--- src/bsn_pkg.sv ---
// Shared types and constants for the bandwidth share negotiator.
// No dependencies; used by the top level and its checker.
package bsn_pkg;

    localparam int CFG_DATA_W  = 32;
    localparam int CFG_INDEX_W = 2;

    // register indexes on the config port
    localparam logic [CFG_INDEX_W-1:0] CFG_SAT_UPPER    = 2'd0;
    localparam logic [CFG_INDEX_W-1:0] CFG_SAT_LOWER    = 2'd1;
    localparam logic [CFG_INDEX_W-1:0] CFG_SETTLE_LIMIT = 2'd2;

    localparam logic [23:0] SAT_UPPER_RST    = 24'd4096;
    localparam logic [23:0] SAT_LOWER_RST    = 24'd1024;
    localparam logic [31:0] SETTLE_LIMIT_RST = 32'd1000;

    localparam logic [1:0] LEVEL_MAX   = 2'd2;
    localparam logic [1:0] LEVEL_RST   = 2'd1;
    localparam logic [1:0] BURST_NONE  = 2'd0;
    localparam logic [1:0] BURST_GRANT = 2'd3;

    localparam logic [4:0] GAIN_DB_L0 = 5'd15;
    localparam logic [4:0] GAIN_DB_L1 = 5'd18;
    localparam logic [4:0] GAIN_DB_L2 = 5'd21;

    typedef struct packed {
        logic [23:0] queue_depth;
        logic [15:0] ticks_passed;
        logic        frame_received;
        logic        control_ok;
        logic        frame_is_control;
        logic [1:0]  peer_request;
    } t_in_req;

    typedef struct packed {
        logic [1:0] level;
        logic [1:0] advertised_level;
        logic       advert_written;
        logic [1:0] control_burst;
        logic       level_applied;
        logic [1:0] tx_alloc_select;
        logic [1:0] rx_alloc_select;
        logic [4:0] gain_db;
        logic       is_saturated;
        logic       request_pending;
    } t_out_req;

endpackage

--- src/bandwidth_share_negotiator_unit.sv ---
// Bandwidth share negotiator, top level.
// Depends on bsn_pkg for request types, register indexes and constants.
//
// Takes one tick request per cycle while input ready is high and returns exactly
// one result request per tick. A request is captured in an input register,
// processed by the compare and flag logic against the negotiation state, and
// lands in an output register once that register is free or draining.
// Throughput is one request per cycle while the output is not stalled. While a
// result waits downstream the block still takes one more request into its
// input register, then holds input ready low until the result leaves.
// Configuration writes (i_cfg_we, i_cfg_index, i_cfg_data) take effect at the
// next edge; indexes beyond the register list are dropped. Write them only
// when the block holds no request in flight.
module bandwidth_share_negotiator_unit (
    input  logic                                 i_clk,
    input  logic                                 i_rst_n,
    // tick requests
    input  logic                                 i_in_valid,
    output logic                                 o_in_ready,
    input  bsn_pkg::t_in_req                     i_in,
    // results
    output logic                                 o_out_valid,
    input  logic                                 i_out_ready,
    output bsn_pkg::t_out_req                    o_out,
    // config write port
    input  logic                                 i_cfg_we,
    input  logic [bsn_pkg::CFG_INDEX_W-1:0]      i_cfg_index,
    input  logic [bsn_pkg::CFG_DATA_W-1:0]       i_cfg_data
);

    // config registers
    logic [23:0] r_sat_upper;
    logic [23:0] r_sat_lower;
    logic [31:0] r_settle_limit;

    // negotiation state
    logic        r_saturated,   n_saturated;
    logic        r_asking,      n_asking;
    logic [1:0]  r_own_level,   n_own_level;
    logic [1:0]  r_asked_level, n_asked_level;
    logic [1:0]  r_last_peer,   n_last_peer;
    logic [31:0] r_settle,      n_settle;

    // pipeline
    logic              r_in_valid;
    bsn_pkg::t_in_req  r_in;
    logic              r_out_valid;
    bsn_pkg::t_out_req r_out, n_out;

    logic        advance;
    logic [32:0] settle_sum;
    logic        wrote;
    logic        applied;
    logic [1:0]  burst;

    // input register moves on when the output register is free or draining
    assign advance    = r_in_valid && (!r_out_valid || i_out_ready);
    assign o_in_ready = !r_in_valid || advance;

    assign o_out_valid = r_out_valid;
    assign o_out       = r_out;

    assign settle_sum = {1'b0, r_settle} + {17'd0, r_in.ticks_passed};

    always_comb begin
        // settle counter saturates at all ones
        n_settle      = settle_sum[32] ? '1 : settle_sum[31:0];
        n_saturated   = r_saturated;
        n_asking      = r_asking;
        n_own_level   = r_own_level;
        n_asked_level = r_asked_level;
        n_last_peer   = r_last_peer;
        wrote         = 1'b0;
        applied       = 1'b0;
        burst         = bsn_pkg::BURST_NONE;

        // hysteresis
        if (!r_saturated && (r_in.queue_depth > r_sat_upper)) begin
            n_saturated = 1'b1;
        end else if (r_saturated && (r_in.queue_depth < r_sat_lower)) begin
            n_saturated = 1'b0;
        end

        // ask for one level more
        if (n_saturated && (r_own_level < bsn_pkg::LEVEL_MAX) && !r_asking
                && (n_settle > r_settle_limit)) begin
            n_asking      = 1'b1;
            n_asked_level = r_own_level + 2'd1;
            n_settle      = '0;
            wrote         = 1'b1;
        end

        // withdraw once saturation clears
        if (!n_saturated && n_asking) begin
            n_asking      = 1'b0;
            n_asked_level = r_own_level;
            wrote         = 1'b1;
        end

        // peer control info: grant by stepping down, never below level zero
        if (r_in.frame_received && r_in.control_ok) begin
            n_last_peer = r_in.peer_request;
            if (({1'b0, r_in.peer_request} + {1'b0, r_own_level} > 3'd2)
                    && (r_own_level != 2'd0)
                    && (!n_saturated || (r_own_level == bsn_pkg::LEVEL_MAX))) begin
                n_own_level = r_own_level - 2'd1;
                if (n_asked_level != 2'd0) begin
                    n_asked_level = n_asked_level - 2'd1;
                end
                wrote   = 1'b1;
                burst   = bsn_pkg::BURST_GRANT;
                applied = 1'b1;
            end
        end

        // adopt when the peer answers with the complement (stored peer value)
        if (r_in.frame_is_control && n_asking
                && ({1'b0, n_last_peer} + {1'b0, n_asked_level} == 3'd2)) begin
            n_asking    = 1'b0;
            n_own_level = n_asked_level;
            applied     = 1'b1;
        end

        n_out.level            = n_own_level;
        n_out.advertised_level = n_asked_level;
        n_out.advert_written   = wrote;
        n_out.control_burst    = burst;
        n_out.level_applied    = applied;
        n_out.tx_alloc_select  = n_own_level;
        n_out.rx_alloc_select  = bsn_pkg::LEVEL_MAX - n_own_level;
        n_out.is_saturated     = n_saturated;
        n_out.request_pending  = n_asking;
        case (n_own_level)
            2'd0:    n_out.gain_db = bsn_pkg::GAIN_DB_L0;
            2'd1:    n_out.gain_db = bsn_pkg::GAIN_DB_L1;
            default: n_out.gain_db = bsn_pkg::GAIN_DB_L2;
        endcase
    end

    // control and state
    always_ff @(posedge i_clk) begin
        if (!i_rst_n) begin
            r_sat_upper    <= bsn_pkg::SAT_UPPER_RST;
            r_sat_lower    <= bsn_pkg::SAT_LOWER_RST;
            r_settle_limit <= bsn_pkg::SETTLE_LIMIT_RST;
            r_saturated    <= 1'b0;
            r_asking       <= 1'b0;
            r_own_level    <= bsn_pkg::LEVEL_RST;
            r_asked_level  <= bsn_pkg::LEVEL_RST;
            r_last_peer    <= 2'd0;
            r_settle       <= '0;
            r_in_valid     <= 1'b0;
            r_out_valid    <= 1'b0;
        end else begin
            if (i_cfg_we) begin
                case (i_cfg_index)
                    bsn_pkg::CFG_SAT_UPPER:    r_sat_upper    <= i_cfg_data[23:0];
                    bsn_pkg::CFG_SAT_LOWER:    r_sat_lower    <= i_cfg_data[23:0];
                    bsn_pkg::CFG_SETTLE_LIMIT: r_settle_limit <= i_cfg_data;
                    default: ;
                endcase
            end

            if (o_in_ready) begin
                r_in_valid <= i_in_valid;
            end

            if (advance) begin
                r_saturated   <= n_saturated;
                r_asking      <= n_asking;
                r_own_level   <= n_own_level;
                r_asked_level <= n_asked_level;
                r_last_peer   <= n_last_peer;
                r_settle      <= n_settle;
                r_out_valid   <= 1'b1;
            end else if (i_out_ready) begin
                r_out_valid <= 1'b0;
            end
        end
    end

    // payload registers
    always_ff @(posedge i_clk) begin
        if (o_in_ready && i_in_valid) begin
            r_in <= i_in;
        end
        if (advance) begin
            r_out <= n_out;
        end
    end

endmodule

--- config.mk ---
export PLATFORM = sky130hd
export DESIGN_NAME = bandwidth_share_negotiator_unit
export DESIGN_NICKNAME = d
export VERILOG_FILES = /design/src/bsn_pkg.sv /design/src/bandwidth_share_negotiator_unit.sv
export SDC_FILE = /design/constraint.sdc
export NUM_CORES = 1
export LEC_CHECK = 0
export BUFFER_PORTS_ARGS = -buffer_cell sky130_fd_sc_hd__buf_2
export CAP_MARGIN = 20
export CORE_MARGIN = 2
export CORE_UTILIZATION = 51
export DETAILED_ROUTE_END_ITERATION = 8
export GPL_ROUTABILITY_DRIVEN = 0
export PLACE_DENSITY = 0.73
export SLEW_MARGIN = 30
export SYNTH_ARGS = -nofsm -noshare
export SYNTH_HDL_FRONTEND = slang
export SYNTH_SLANG_ARGS = --single-unit
export TNS_END_PERCENT = 20
--- constraint.sdc ---
create_clock -name i_clk -period 7.87 [get_ports i_clk]
set_clock_uncertainty 0.15 [all_clocks]
set_input_delay 0.3935 -clock i_clk [delete_from_list [all_inputs] [get_ports i_clk]]
set_output_delay 0.3935 -clock i_clk [all_outputs]
set_load 0.05 [all_outputs]
==> flow_metrics.py <==
metrics = {
    "global_route": {
        "grt_max_degree": 111,
        "antenna_found_initial": 0,
        "track_usage_pct": 23.5,
        "grt_pass1_vias": 7966,
        "grt_pass1_wl_um": 38400,
        "grt-ovfl-total": 0,
    },
    "synthesis": {
        "synth_nets": 1284,
        "netlist_area_sq_um": 9960,
        "yosysUniqueCellTypes": 78,
        "synth_cells": 1094,
        "synthArstFlopShare_pct": 0,
        "synth-main-ff-cell": "dfxtp_1",
        "ys_seq_area_share_pct": 42.3,
        "syn_area_per_cell_sq_um": 9.10,
        "ys_warn_count": 0,
        "ys_seq_elements": 181,
        "synth_edf_count": 59,
    },
    "route": {
        "dr.pass1.iters": 5,
        "wl_per_cell_um": 15.7,
        "via_count": 8254,
        "ant_nets": 0,
        "vias_per_cell": 5.45,
        "drt_wl_total_um": 23800,
        "drc": 0,
        "drt_first_iter_violations": 482,
    },
    "floorplan": {
        "die_area_sq_um": 20700,
        "die_w_um": 144,
        "die_h_um": 144,
        "io_pins": 105,
        "initial_core_util_pct": 51.5,
        "rows": 51,
        "core_sq_um": 19300,
    },
    "placed_design": {
        "dpl-instance-area_sq_um": 10700,
        "dpl.hpwl_um": 16700,
        "portBuffers": 104,
    },
    "power": {
        "leakage_nw": 4.86,
        "p_total_w": 0.00233,
        "netSwitchingFraction_pct": 28.4,
        "p_comb_share_pct": 18.9,
        "power_frac_clock_pct": 36.6,
        "p_int_w": 0.00167,
        "powerDensity_nw_per_um2": 196,
        "p_sw_w": 0.000662,
        "p_seq_share_pct": 44.5,
        "peakVddDrop_v": 0.000155,
    },
    "clock_tree": {
        "cts.htree.levels": 4,
        "clock_path_buffers": 2,
        "numCtsBuffers": 17,
        "cts_tree": "yes",
        "cts_num_sinks": 181,
        "cts_root_buffer": "clkbuf_16",
        "path_clk_slew_ns": 0.07,
        "clkLatencyLatePin_ns": 0.43,
    },
    "job": {
        "drv.max_cap_violation_count": 0,
    },
    "timing": {
        "fin_crit_sh_pct": 96.0,
        "finalHoldViolCount": 0,
        "slew_viol_final": 0,
        "min_period_ns": 7.55,
        "fmax_mhz": 132,
        "worst_slew_pin_slew_ns": 0.820,
        "hold_ws_ns": 0.0553,
        "setup_violations": 0,
        "relSlewSlack_pct": 44.9,
    },
    "layout": {
        "diodes": 0,
        "synthToLayoutAreaGrowth_pct": 19.3,
        "final_util_pct": 61.5,
        "nets": 1426,
        "drive_above_1_share_pct": 16.3,
        "postLayoutCellArea_sq_um": 11900,
        "fillCellCount": 1666,
    },
    "outcome": {
        "run_status": "completed",
    },
    "worst_setup_path": {
        "cp_max_fo": 7,
        "required_ns": 7.90,
        "critPathKind": "flip-flop to flip-flop",
        "crit_path_frequent_cell": "ha_1",
        "crit_path_start_kind": "flip-flop",
        "cp_top_family": "compound AO/OA/AOI/OAI gates",
        "cp_num_buf_inv": 3,
        "end_kind": "flip-flop",
        "critPathMaxStageDelay_ns": 0.48,
        "cp.arrival_ns": 7.58,
        "worst_path_max_delay_cell": "fa_1",
    },
    "worst_hold_path": {
        "hold_path.class": "input port to flip-flop",
    },
}
==> power by group through the flow <==
stage | clock [W] | combinational (W) | sequential [W]
global route | 0.000902 | 0.000492 | 0.00104
CTS | 0.000866 | 0.000426 | 0.00104
floorplan | 0 | 0.000264 | 0.00107
detailed placement | 0 | 0.000401 | 0.00106
global placement | 0 | 0.000392 | 0.00106
finish | 0.000855 | 0.000441 | 0.00104
==> metrics by stage <==
step | instances | setup WS, ns | setup TNS [ns]
2_1_floorplan | 1094 | 0.468 | 0
3_3_place_gp | 1429 | 0.245 | 0
3_5_place_dp | 1430 | -0.0197 | -0.0197
4_1_cts | 1508 | 0.0962 | 0
5_1_grt | 1514 | -0.0837 | -0.132
6_report | 1514 | 0.319 | 0
==> synth_stat cells (2+ instances only) <==
master | n | share of area [%]
ha_1 | 103 | 13
or2_2 | 3 | 0.19
fa_1 | 3 | 0.60
a21oi_1 | 49 | 2.5
a21boi_0 | 80 | 6.0
nand2_1 | 232 | 8.7
a311oi_1 | 2 | 0.18
nand4_1 | 17 | 1.1
xor2_1 | 7 | 0.62
a2bb2oi_1 | 2 | 0.18
o21a_1 | 5 | 0.38
a21o_1 | 13 | 0.98
and4_1 | 6 | 0.53
mux2_2 | 6 | 0.68
o21ai_0 | 18 | 0.90
nand2b_1 | 3 | 0.19
inv_1 | 94 | 3.5
a31oi_1 | 7 | 0.44
nor2_2 | 2 | 0.13
clkbuf_1 | 40 | 1.5
nor3b_1 | 5 | 0.38
dfxtp_1 | 122 | 25
nor3_1 | 10 | 0.50
o31a_1 | 3 | 0.26
and3_1 | 10 | 0.63
a31o_1 | 3 | 0.26
buf_2 | 2 | 0.10
nor2b_1 | 21 | 1.3
a211oi_1 | 3 | 0.23
or3_1 | 3 | 0.19
edfxtp_1 | 59 | 18
o21ai_1 | 4 | 0.20
buf_4 | 8 | 0.60
xnor2_1 | 14 | 1.2
and2_1 | 4 | 0.25
a41oi_1 | 2 | 0.18
nor4_1 | 6 | 0.38
a22oi_1 | 13 | 0.98
o21bai_1 | 5 | 0.38
o211ai_1 | 11 | 0.83
nand3b_1 | 2 | 0.15
a31o_2 | 7 | 0.62
nor2_1 | 23 | 0.87
nand3_1 | 28 | 1.4
==> final cells by class <==
type	instances	area, sq um	share of cell area (%)
clock buffer	18	429	3.61
inverter	95	357	3.00
multi-input combinational	766	5220	43.9
sequential	181	4210	35.5
timing repair buffer	175	1190	9.98
clock inverter	14	150	1.26
tap	265	332	2.79
==> what timing repair did <==
| item | in CTS | in global routing |
|---|---|---|
| setup buffers | 1 | 6 |
| pin swaps | 1 | 6 |
| hold buffers | 45 | 0 |
| endpoints found under the hold margin | 45 | 0 |
| endpoints found under the setup margin | 1 | 7 |
| gates resized for setup | 4 | 9 |
==> path summary, 6_finish.rpt <==
check | startpoint | to | slack, ns | cells past startpoint
min | i_in_valid | r_in_valid | 0.06 | 3
max | r_in[5] | o_out[3] | 0.32 | 32
max reg2reg | r_in[5] | o_out[3] | 0.32 | 32
min reg2reg | r_sat_upper[13] | r_sat_upper[13] | 0.31 | 2
==> metal layers <==
metal / global-route usage, % / share of wire [%]
met5: 0 / 0
met4: 7.43 / 1.6
met2: 40.0 / 48
met1: 30.9 / 45
met3: 3.57 / 4.7
==> worst register-to-register path: cells and delay by family, from the launching register on <==
family                   cells  cell delay, ns
AND/OR/NAND/NOR             11            1.79
buffers and inverters        3            0.37
adder cells (fa/ha/maj)      6            1.73
flip-flops                   1            0.36
multiplexers                 2            0.50
AO/OA/AOI/OAI               10            2.38
==> state kept, by name, indices dropped and copies added (netlist names) <==
signal and cells:
o_out 14, r_settle_limit 32, r_own_level 2, r_in 45
r_asked_level 2, r_last_peer 2, r_saturated 1, r_asking 1
o_out_valid 1, r_sat_lower 24, r_in_valid 1, r_sat_upper 24
r_settle 32
==> kinds of logic (layout without fill, tap and decap cells) <==
kind of cell / Yosys count / in the layout / synth area share [%]
AO/OA/AOI/OAI: 247 / 247 / 17.8
XOR/XNOR: 21 / 21 / 1.85
adder cells (fa/ha/maj): 106 / 106 / 13.5
buffers and inverters: 147 / 302 / 5.94
flip-flops: 181 / 181 / 42.3
multiplexers: 7 / 7 / 0.779
AND/OR/NAND/NOR: 385 / 385 / 17.8
==> layout by cell type, fill, tap and decap left out, drive strengths merged, types with 4 or more instances in the layout <==
master	Yosys	layout
a211oi	4	4
a21boi	81	81
a21o	13	13
a21oi	50	50
a22oi	13	13
a31o	10	10
a31oi	7	7
and2	4	4
and3	10	10
and4	6	6
buf	12	130
clkbuf	40	18
clkinv	1	5
dfxtp	122	122
dlygate4sd3	0	45
edfxtp	59	59
ha	103	103
inv	94	100
mux2	6	6
nand2	233	233
nand3	28	28
nand4	17	17
nor2	25	25
nor2b	21	21
nor3	11	11
nor3b	5	5
nor4	6	6
o211ai	11	11
o21a	5	5
o21ai	22	22
o21bai	5	5
or2	4	4
or3	4	4
xnor2	14	14
xor2	7	7
No activity file was read; power rests on OpenSTA's default activity.
